File: config.mk
export PLATFORM = sky130hd
export DESIGN_NAME = ring_fork_arbiter
export DESIGN_NICKNAME = d
export VERILOG_FILES = /design/src/rtl/core/rfa_pkg.sv /design/src/rtl/core/ring_fork_arbiter.sv /design/src/rtl/core/rfa_datapath.sv /design/src/rtl/core/rfa_ctrl.sv
export SDC_FILE = /design/constraint.sdc
export NUM_CORES = 1
export LEC_CHECK = 0
export ABC_AREA = 1
export BUFFER_PORTS_ARGS = -buffer_cell sky130_fd_sc_hd__buf_4
export CAP_MARGIN = 15
export CORE_UTILIZATION = 61
export DETAILED_ROUTE_END_ITERATION = 12
export GPL_TIMING_DRIVEN = 0
export MAX_ROUTING_LAYER = met4
export PLACE_DENSITY_LB_ADDON = 0.25
export RECOVER_POWER = 50
export SYNTH_ARGS = -nofsm -noshare
export SYNTH_HDL_FRONTEND = slang
export SYNTH_SLANG_ARGS = --single-unit
File: constraint.sdc
create_clock -name clk -period 4.3 [get_ports clk]
set_clock_uncertainty 0.1 [all_clocks]
set_input_delay 0.645 -clock clk [delete_from_list [all_inputs] [get_ports clk]]
set_output_delay 0.645 -clock clk [all_outputs]
set_load 0.1 [all_outputs]
File: src/rtl/core/rfa_pkg.sv
// ----------------------------------------------------------------------------
// Ring fork arbiter package
// Request and result types, action codes, controller states and the
// command and status groups between controller and datapath.
// ----------------------------------------------------------------------------
package rfa_pkg;

  localparam int CLIENT_W    = 3;
  localparam int ACTION_W    = 3;
  localparam int MAX_RESULTS = 4;
  localparam int CNT_W       = 3;

  localparam logic [ACTION_W-1:0] ACT_HUNGRY = 3'd0;
  localparam logic [ACTION_W-1:0] ACT_DONE   = 3'd1;
  localparam logic [ACTION_W-1:0] ACT_TOGGLE = 3'd2;
  localparam logic [ACTION_W-1:0] ACT_PAUSE  = 3'd3;
  localparam logic [ACTION_W-1:0] ACT_RESUME = 3'd4;

  typedef struct packed {
    logic [ACTION_W-1:0] action;
    logic [CLIENT_W-1:0] client;
  } in_item_t;

  typedef struct packed {
    logic [CLIENT_W-1:0] granted_client;
    logic                last;
  } out_item_t;

  typedef enum logic [2:0] {
    ST_IDLE,
    ST_HUNGRY,
    ST_FREE,
    ST_TRY_R,
    ST_TRY_L,
    ST_SCAN,
    ST_FLUSH
  } state_t;

  typedef enum logic [2:0] {
    DP_NONE,
    DP_HUNGRY,
    DP_FREE,
    DP_TRY_R,
    DP_TRY_L,
    DP_SCAN,
    DP_FLUSH
  } dp_op_t;

  typedef struct packed {
    logic   load;
    logic   set_pause;
    logic   clr_pause;
    dp_op_t op;
  } dp_cmd_t;

  typedef struct packed {
    logic paused;
    logic client_ok;
    logic scan_last;
  } dp_status_t;

endpackage

File: src/rtl/core/ring_fork_arbiter.sv
// Busy after an accepted request: hungry for a valid client, even one already waiting,
// runs ST_HUNGRY, ST_FLUSH; done ST_FREE, ST_TRY_R, ST_TRY_L, ST_FLUSH (ST_FREE, ST_FLUSH
// if paused); a scan on leaving pause ST_SCAN per client, ST_FLUSH; others take none.
// The controller walks grant attempts one per cycle; the scan visits one client a cycle.
// A hungry grant shows on result as busy drops, so a request in that cycle is taken.
// Synchronous reset frees all resources, clears waiting and leaves the pause state.
// ----------------------------------------------------------------------------
// Ring fork arbiter
// Grants clients in a ring both neighboring resources at once, queues
// waiting clients and serves them on release or on leaving pause.
// ----------------------------------------------------------------------------
module ring_fork_arbiter #(
  parameter int CLIENTS = 8
) (
  input  logic               clk,
  input  logic               rst,
  input  logic               start,
  output logic               busy,
  input  rfa_pkg::in_item_t  item,
  output logic               strobe,
  output rfa_pkg::out_item_t result
);
  import rfa_pkg::*;

  dp_cmd_t    cmd;
  dp_status_t status;

  rfa_ctrl u_ctrl (
    .clk    (clk),
    .rst    (rst),
    .start  (start),
    .item   (item),
    .status (status),
    .cmd    (cmd),
    .busy   (busy)
  );

  rfa_datapath #(
    .CLIENTS (CLIENTS)
  ) u_datapath (
    .clk    (clk),
    .rst    (rst),
    .item   (item),
    .cmd    (cmd),
    .status (status),
    .strobe (strobe),
    .result (result)
  );

endmodule

File: src/rtl/core/rfa_datapath.sv
// ----------------------------------------------------------------------------
// Ring fork arbiter datapath
// Resource and waiting flags, pause flag, grant test and the result register
// with a one-deep pending stage that lets the final grant carry its last mark.
// ----------------------------------------------------------------------------
module rfa_datapath #(
  parameter int CLIENTS = 8
) (
  input  logic                clk,
  input  logic                rst,
  input  rfa_pkg::in_item_t   item,
  input  rfa_pkg::dp_cmd_t    cmd,
  output rfa_pkg::dp_status_t status,
  output logic                strobe,
  output rfa_pkg::out_item_t  result
);
  import rfa_pkg::*;

  localparam int IW = $clog2(CLIENTS);

  logic [CLIENTS-1:0] res_busy;
  logic [CLIENTS-1:0] waiting;
  logic               paused;
  logic [IW-1:0]      cur;
  logic [IW-1:0]      scan_idx;
  logic [CNT_W-1:0]   grant_cnt;
  logic               pend_valid;
  logic [IW-1:0]      pend_idx;

  logic [IW-1:0]      tgt;
  logic [IW-1:0]      tgt_nx;
  logic [IW-1:0]      cur_nx;
  logic               both_free;
  logic               room;
  logic               do_grant;
  logic               do_wait;

  function automatic logic [IW-1:0] next_of(input logic [IW-1:0] i);
    return (i == IW'(CLIENTS - 1)) ? '0 : i + 1'b1;
  endfunction

  function automatic logic [IW-1:0] prev_of(input logic [IW-1:0] i);
    return (i == '0) ? IW'(CLIENTS - 1) : i - 1'b1;
  endfunction

  always_comb begin
    unique case (cmd.op)
      DP_TRY_R: tgt = prev_of(cur);
      DP_TRY_L: tgt = next_of(cur);
      DP_SCAN:  tgt = scan_idx;
      default:  tgt = cur;
    endcase
  end

  assign tgt_nx    = next_of(tgt);
  assign cur_nx    = next_of(cur);
  assign both_free = !res_busy[tgt] && !res_busy[tgt_nx];
  assign room      = grant_cnt < CNT_W'(MAX_RESULTS);

  always_comb begin
    unique case (cmd.op)
      DP_HUNGRY:                  do_grant = !waiting[cur] && !paused && both_free && room;
      DP_TRY_R, DP_TRY_L, DP_SCAN: do_grant = waiting[tgt] && both_free && room;
      default:                    do_grant = 1'b0;
    endcase
  end

  // A hungry client that cannot be served right away is queued as waiting.
  assign do_wait = (cmd.op == DP_HUNGRY) && !waiting[cur] && !do_grant;

  assign status.paused    = paused;
  assign status.client_ok = 32'(item.client) < CLIENTS;
  assign status.scan_last = scan_idx == IW'(CLIENTS - 1);

  always_ff @(posedge clk) begin
    if (rst) begin
      res_busy   <= '0;
      waiting    <= '0;
      paused     <= 1'b0;
      pend_valid <= 1'b0;
      strobe     <= 1'b0;
    end else begin
      strobe <= 1'b0;
      if (cmd.set_pause) begin
        paused <= 1'b1;
      end
      if (cmd.clr_pause) begin
        paused <= 1'b0;
      end
      if (cmd.load) begin
        cur        <= IW'(item.client);
        scan_idx   <= '0;
        grant_cnt  <= '0;
        pend_valid <= 1'b0;
      end
      if (cmd.op == DP_FREE) begin
        res_busy[cur]    <= 1'b0;
        res_busy[cur_nx] <= 1'b0;
      end
      if (cmd.op == DP_SCAN) begin
        scan_idx <= scan_idx + 1'b1;
      end
      if (do_wait) begin
        waiting[cur] <= 1'b1;
      end
      // A new grant pushes the previous one out; it cannot be the last.
      if (do_grant) begin
        res_busy[tgt]    <= 1'b1;
        res_busy[tgt_nx] <= 1'b1;
        waiting[tgt]     <= 1'b0;
        grant_cnt        <= grant_cnt + 1'b1;
        pend_idx         <= tgt;
        pend_valid       <= 1'b1;
        if (pend_valid) begin
          strobe                <= 1'b1;
          result.granted_client <= CLIENT_W'(pend_idx);
          result.last           <= 1'b0;
        end
      end
      if (cmd.op == DP_FLUSH) begin
        strobe                <= pend_valid;
        result.granted_client <= CLIENT_W'(pend_idx);
        result.last           <= 1'b1;
        pend_valid            <= 1'b0;
      end
    end
  end

endmodule

File: src/rtl/core/rfa_ctrl.sv
// ----------------------------------------------------------------------------
// Ring fork arbiter controller
// Decodes each accepted request and steps the datapath through the grant
// attempts it calls for, ending each one that leaves idle with a result flush.
// ----------------------------------------------------------------------------
module rfa_ctrl (
  input  logic                clk,
  input  logic                rst,
  input  logic                start,
  input  rfa_pkg::in_item_t   item,
  input  rfa_pkg::dp_status_t status,
  output rfa_pkg::dp_cmd_t    cmd,
  output logic                busy
);
  import rfa_pkg::*;

  state_t state;
  state_t state_next;
  logic   accept;

  assign accept = start && (state == ST_IDLE);
  assign busy   = state != ST_IDLE;

  always_ff @(posedge clk) begin
    if (rst) begin
      state <= ST_IDLE;
    end else begin
      state <= state_next;
    end
  end

  always_comb begin
    state_next = state;
    unique case (state)
      ST_IDLE: begin
        if (accept) begin
          unique case (item.action)
            ACT_HUNGRY:             state_next = status.client_ok ? ST_HUNGRY : ST_IDLE;
            ACT_DONE:               state_next = status.client_ok ? ST_FREE : ST_IDLE;
            ACT_TOGGLE, ACT_RESUME: state_next = status.paused ? ST_SCAN : ST_IDLE;
            default:                state_next = ST_IDLE;
          endcase
        end
      end
      ST_HUNGRY: state_next = ST_FLUSH;
      ST_FREE:   state_next = status.paused ? ST_FLUSH : ST_TRY_R;
      ST_TRY_R:  state_next = ST_TRY_L;
      ST_TRY_L:  state_next = ST_FLUSH;
      ST_SCAN:   state_next = status.scan_last ? ST_FLUSH : ST_SCAN;
      ST_FLUSH:  state_next = ST_IDLE;
      default:   state_next = ST_IDLE;
    endcase
  end

  always_comb begin
    cmd = '{load: 1'b0, set_pause: 1'b0, clr_pause: 1'b0, op: DP_NONE};
    unique case (state)
      ST_IDLE: begin
        cmd.load = accept;
        if (accept) begin
          unique case (item.action)
            ACT_TOGGLE: begin
              cmd.set_pause = !status.paused;
              cmd.clr_pause = status.paused;
            end
            ACT_PAUSE:  cmd.set_pause = 1'b1;
            ACT_RESUME: cmd.clr_pause = status.paused;
            default:    cmd.op = DP_NONE;
          endcase
        end
      end
      ST_HUNGRY: cmd.op = DP_HUNGRY;
      ST_FREE:   cmd.op = DP_FREE;
      ST_TRY_R:  cmd.op = DP_TRY_R;
      ST_TRY_L:  cmd.op = DP_TRY_L;
      ST_SCAN:   cmd.op = DP_SCAN;
      ST_FLUSH:  cmd.op = DP_FLUSH;
      default:   cmd.op = DP_NONE;
    endcase
  end

endmodule

-- Word-level counts from Yosys, hierarchy flattened
Index checks and enable logic that the tools add are counted.
- register bits: 38
- bits of input ports: 9
- $add $sub $neg: 5
- order comparisons: 9
- equal/unequal tests: 20
- muxes and demuxes: 49
- bitwise operators: 10
- reduce and logical (&&, ||, !) cells: 36
- operator list (cell ; number):
    $mux W8 ; 6
    $eq A3 B3 Y1 const B ; 10
    $mux W3 ; 10
    $and A8 B8 Y8 ; 3
    $not A8 Y8 ; 3
    $or A8 B8 Y8 ; 3
    $pmux W3 S7 ; 1
    $eq A3 B2 Y1 const B ; 6
    $pmux W3 S3 ; 2
    $lt A3 B4 Y1 const B ; 4
    $pmux W3 S5 ; 1
    $mux W1 ; 14
    $logic_and A1 B1 Y1 ; 13
    $add A3 B1 Y3 const B ; 4
    $bmux W1 S3 ; 4
    $demux W1 S3 ; 4
    $ge A3 B1 Y1 const B ; 4
    $mux W4 ; 3
    $eq A3 B1 Y1 const B ; 3
    $logic_not A3 Y1 ; 3
    $reduce_and A2 Y1 ; 4
    $reduce_bool A2 Y1 ; 4
    $reduce_or A2 Y1 ; 4
    $logic_not A1 Y1 ; 5
    10 further kinds ; 11

-- Depth between registers and ports, before layout
- depth in word-level cells: 22
- mapped depth: 24
- mapped depth without buffers: 22

-- Modules after synthesis
Synthesis repeated with hierarchy kept, for this count alone.
- cell total of the unflattened synthesis: 414
- area total of the unflattened synthesis: 2830.2 um2
- by module, submodules not included (module ; times used ; cells each ; area an instance (um2) ; sequential area each (um2)):
    rfa_datapath ; 1 ; 367 ; 2549.9 ; 860.8
    rfa_ctrl ; 1 ; 47 ; 280.3 ; 60.1

-- Worst setup path after synthesis
No wires, ideal clock.
- kind: reg2reg
- from: register u_datapath.cur[1]
- to: register, netlist name u_datapath.result[0]
- library setup time: 339 ps
- arrival time: 3374 ps
- required time: 3861 ps
- setup slack: 486 ps
- stages on the path, launching flop included: 22
- path buffers: 2
- path through: edfxtp_1 -> clkinv_1 -> ha_1 -> inv_1 -> nor2_1 -> inv_2 -> o21ai_2 -> nor2_1 -> nor2_2 -> ha_1 -> ha_1 -> clkbuf_1 -> inv_1 -> nor2_1 -> nand4_1 -> nand2_1 -> nor2_1 -> nand2_1 -> nor2_8 -> nand2_8 -> buf_6 -> a21oi_1
- longest elaborated chain between the ends: 14
- elaborated cells between the ends (all ways): 30
- those cells by class: 3 x add/sub; 2 x eq/ne; 13 x mux; 12 x reduce/logical
- ends and longest elaborated chain (element ; RTL line ; RTL):
    start, declared ; rfa_datapath.sv:24 ; logic [IW-1:0] cur;
    start signal, assigned ; rfa_datapath.sv:91 ; cur <= IW'(item.client);
    $add A3 B1 Y3 (tied with other cells) ; rfa_datapath.sv:39 ; return (i == IW'(CLIENTS - 1)) ? '0 : i + 1'b1;
    $mux W3 (on tied branches) ; rfa_datapath.sv:39, rfa_datapath.sv:43 ;
    $pmux W3 S3 * ; rfa_datapath.sv:47 ; unique case (cmd.op)
    via u_datapath.tgt[1] ; rfa_datapath.sv:30 ; logic [IW-1:0] tgt;
    $add A3 B1 Y3 / $eq A3 B3 Y1 (equally long branches) ; rfa_datapath.sv:39 ;
    $mux W3 ; rfa_datapath.sv:39 ;
    $bmux W1 S3 ; rfa_datapath.sv:57 ; assign both_free = !res_busy[tgt] && !res_busy[tgt_nx];
    $mux W1 (implied by the code) ; rfa_datapath.sv:57 ;
    $logic_not A1 Y1 ; rfa_datapath.sv:57 ;
    $logic_and A1 B1 Y1 ; rfa_datapath.sv:57 ;
    $logic_and A1 B1 Y1 (on tied branches) (2 in a row) ; rfa_datapath.sv:63, rfa_datapath.sv:62 ;
    $pmux W1 S2 * ; rfa_datapath.sv:61 ; unique case (cmd.op)
    $reduce_bool A2 Y1 (no line) * ; - ;
    $reduce_and A3 Y1 (no line) * ; - ;
Mark *: on every way through the listed nets, which the timed path passes. The rest lies on a longest branch. The select of a mux whose other input is x is not followed.
A chain may end at the register's enable or synchronous reset.

-- Worst setup path in the final report
- from: register u_datapath.cur[1]
- to: register u_datapath.grant_cnt[2] (enable)
- longest elaborated chain between the ends: 14
- elaborated cells between the ends (all ways): 30
- those cells by class: 3 x add/sub; 2 x eq/ne; 13 x mux; 12 x reduce/logical
- ends and longest elaborated chain (element ; RTL line ; RTL):
    $eq A3 B3 Y1 / $logic_not A3 Y1 (equally long branches) ; rfa_datapath.sv:39, rfa_datapath.sv:43 ;
    $mux W3 (on tied branches) ; rfa_datapath.sv:39, rfa_datapath.sv:43 ;
    $pmux W3 S3 * ; rfa_datapath.sv:47 ;
    via u_datapath.tgt[0] ; rfa_datapath.sv:30 ;
    $add A3 B1 Y3 / $eq A3 B3 Y1 (equally long branches) ; rfa_datapath.sv:39 ;
    $mux W3 ; rfa_datapath.sv:39 ;
    $bmux W1 S3 ; rfa_datapath.sv:57 ;
    $mux W1 (implied by the code) ; rfa_datapath.sv:57 ;
    $logic_not A1 Y1 ; rfa_datapath.sv:57 ;
    $logic_and A1 B1 Y1 ; rfa_datapath.sv:57 ;
    $logic_and A1 B1 Y1 (on tied branches) (2 in a row) ; rfa_datapath.sv:63, rfa_datapath.sv:62 ;
    $pmux W1 S2 * ; rfa_datapath.sv:61 ;
    $reduce_bool A2 Y1 (no line) * ; - ;
    $reduce_and A2 Y1 (no line) * ; - ;
    end signal, assigned ; rfa_datapath.sv:111 ; grant_cnt <= grant_cnt + 1'b1;
    end, declared ; rfa_datapath.sv:26 ; logic [CNT_W-1:0] grant_cnt;
Marked as above.

==> results.cfg <==
[outcome]
outcome = finished, final reports clean

[hold_path]
min_path_type = reg -> reg

[clock_network]
h-tree-depth = 2
cts_buffer_depth = 2
cts_sinks = 38
path_clk_slew_ns = 0.07
cts_tree = built
cts_inserted_buffers = 5
cts_root_buffer = clkbuf_8
insertion_delay_ns = 0.29
hold_buffers = 0

[synthesis]
synth_edf_count = 16
yosysTopAreaCellShare_pct = 18.3
syn_inst = 367
synth.most_common_cell = nand2_1
synth_top_cells_by_count = nand2_1, nor2_1, nand3_1
syn-num-nets = 385
yosysWarnings = 0
post_synth_num_cell_types = 37
ys_top_cells_by_area = edfxtp_1, dfxtp_1, nand2_1
synth_area_per_cell_sq_um = 7.14
synth_area_sq_um = 2620
synth_area_leader_cell = edfxtp_1
synth_flop_cell = dfxtp_1
async_flop_share_pct = 0
ys_ff_latch = 38
ys_seq_area_share_pct = 35.1

[placement]
port_buffers = 14
place_congestion = 0.972
dp_hpwl_microns = 4840

[finish]
n_antenna_cell = 0
area_delta_synth_final_pct = 11.0
num-nets-final = 412
drive_gt1_share_pct = 16.5

[global_route]
grt_usage_pct = 31.5
grt.overflow.total = 0
antenna_found_initial = 0
grt_pass1_wl_microns = 10100
grt_pass1_vias = 2099
grt_max_degree = 12

[timing]
worstMarginPinSlew_ns = 1.17
whs_ns = 0.327
hold_viol = 0
max_freq_ghz = 0.247
setup_viol = 0
fin_crit_ns = 4.05
fin_crit_sh_pct = 94.3
tns_ns = 0
maxSlewHeadroom_pct = 22.7
drv_slew = 0

[floorplan]
die_area_sq_um = 4560
core_area_sq_um = 4060
die_w_microns = 67.6
num_io_pins = 15
row_count = 23
die_h_microns = 67.6
start_util_pct = 64.6

[worst_setup_path]
critical-path-top-delay-family = simple AND/OR/NAND/NOR gates
path_class = reg -> reg
critPathBufInv = 6
r2r_slack_ns = 0.25
cp_slowest_cell = edfxtp_1
cpPeakStageDelay_ns = 0.49
cpMostUsedCell = ha_1
required_ns = 4.19
critical_path_arrival_ns = 3.94
worstPathMaxFanout = 10
start_kind = flop
path_cells = buf_4 -> ha_1 -> ha_1 -> nor2_2 -> nand3_1 -> nand2_2 -> o21ai_2 -> buf_6 -> inv_4 -> ha_1 -> ha_1 -> clkbuf_1 -> inv_1 -> nor2_1 -> nand3_1 -> nand2_1 -> nor2_1 -> nand2_2 -> nor2_8 -> nand2_8 -> buf_6 -> a21oi_2
cp-end-kind = flop

[route]
vias = 2516
drcViolationCount = 0
antenna_left = 0
wl_microns = 6520
via_per_inst = 5.65
drt_iter0_markers = 311
wl_per_cell_microns = 14.7
first_pass_iters = 6

[pwr]
leakage_nw = 1.28
ir_drop_mv = 0.241
power.density_nw_per_um2 = 289
power_mw = 0.842

[flow_run]
max_cap_violations = 0
-- area by class of cell --
class                   count  area [sq um]
clock buffers               6          72.6
plain buffers              11          76.3
repair buffers             20           131
fillers                   337          1150
clock inverters             2          8.76
well taps                  50          62.6
multi-input cells         271          1450
flip-flops and latches     38           921
inverters                  47           189
-- cell families after synthesis --
| logic type | after synthesis | share of synthesized area [%] |
|---|---|---|
| fa+ha+maj | 9 | 4.30 |
| buf+inv | 58 | 10.2 |
| flops | 38 | 35.1 |
| simple gates | 212 | 38.4 |
| compound gates | 50 | 12.0 |
-- placed cells by master, fill, tap and decap left out, drive strengths merged --
cell type	n
edfxtp	16
a221oi	1
nor3	14
inv	44
o21ai	23
a211oi	1
buf	17
a31oi	2
o31ai	2
nand2	96
clkinv	3
nand3b	1
ha	9
nand3	45
nand4	5
o211ai	4
clkinvlp	2
o21bai	1
clkbuf	20
dfxtp	22
nor2	51
o22ai	1
a21oi	15
-- worst paths after layout --
kind / startpoint / depth (start not counted) / endpoint
setup / recovery: u_datapath.cur[1] / 22 / u_datapath.grant_cnt[2]
hold / removal: u_datapath.pend_idx[2] / 0 / u_datapath.result[3]
setup reg to reg: u_datapath.cur[1] / 22 / u_datapath.grant_cnt[2]
hold reg to reg: u_datapath.pend_idx[2] / 0 / u_datapath.result[3]
-- metrics by stage --
| step | area (sq um) | std cells | util (%) | setup WS, ns |
|---|---|---|---|---|
| 2_1_floorplan | 2620 | 367 | - | 0.486 |
| 3_3_place_gp | 2790 | 431 | 68.7 | -0.138 |
| 5_1_grt | 2910 | 445 | 71.7 | -0.0123 |
| 6_report | 2910 | 445 | 71.7 | 0.246 |
| 3_5_place_dp | 2790 | 431 | 68.7 | -0.219 |
| 4_1_cts | 2880 | 439 | 70.9 | 0.0411 |
-- routing by layer --
layer,up-vias,global-route usage [%],share of wire [%]
li1,1269,-,-
met1,1101,42.7,46
met2,132,45.9,44
met3,14,7.26,8.5
met4,0,10.1,1.6
met5,-,-,0
-- where the power goes --
part           switching (mW)  internal (mW)
clock network           0.126          0.112
registers             0.00802          0.387
logic                   0.147         0.0632
total                   0.281          0.561
-- what timing repair did --
item                       CTS  global route
gates resized for setup      2             6
setup buffers                0             6
pin swaps                    0             1
setup endpoints to repair    7            10
-- sequential cells by signal (all words and copies together) (netlist names) --
| name | flops |
|---|---|
| u_datapath.grant_cnt | 3 |
| u_datapath.waiting | 8 |
| u_datapath.pend_valid | 1 |
| u_ctrl.state | 3 |
| u_datapath.scan_idx | 3 |
| u_datapath.cur | 3 |
| u_datapath.result | 4 |
| u_datapath.paused | 1 |
| u_datapath.pend_idx | 3 |
| u_datapath.res_busy | 8 |
| u_datapath.strobe | 1 |
No activity file was read; power rests on OpenSTA's default activity.
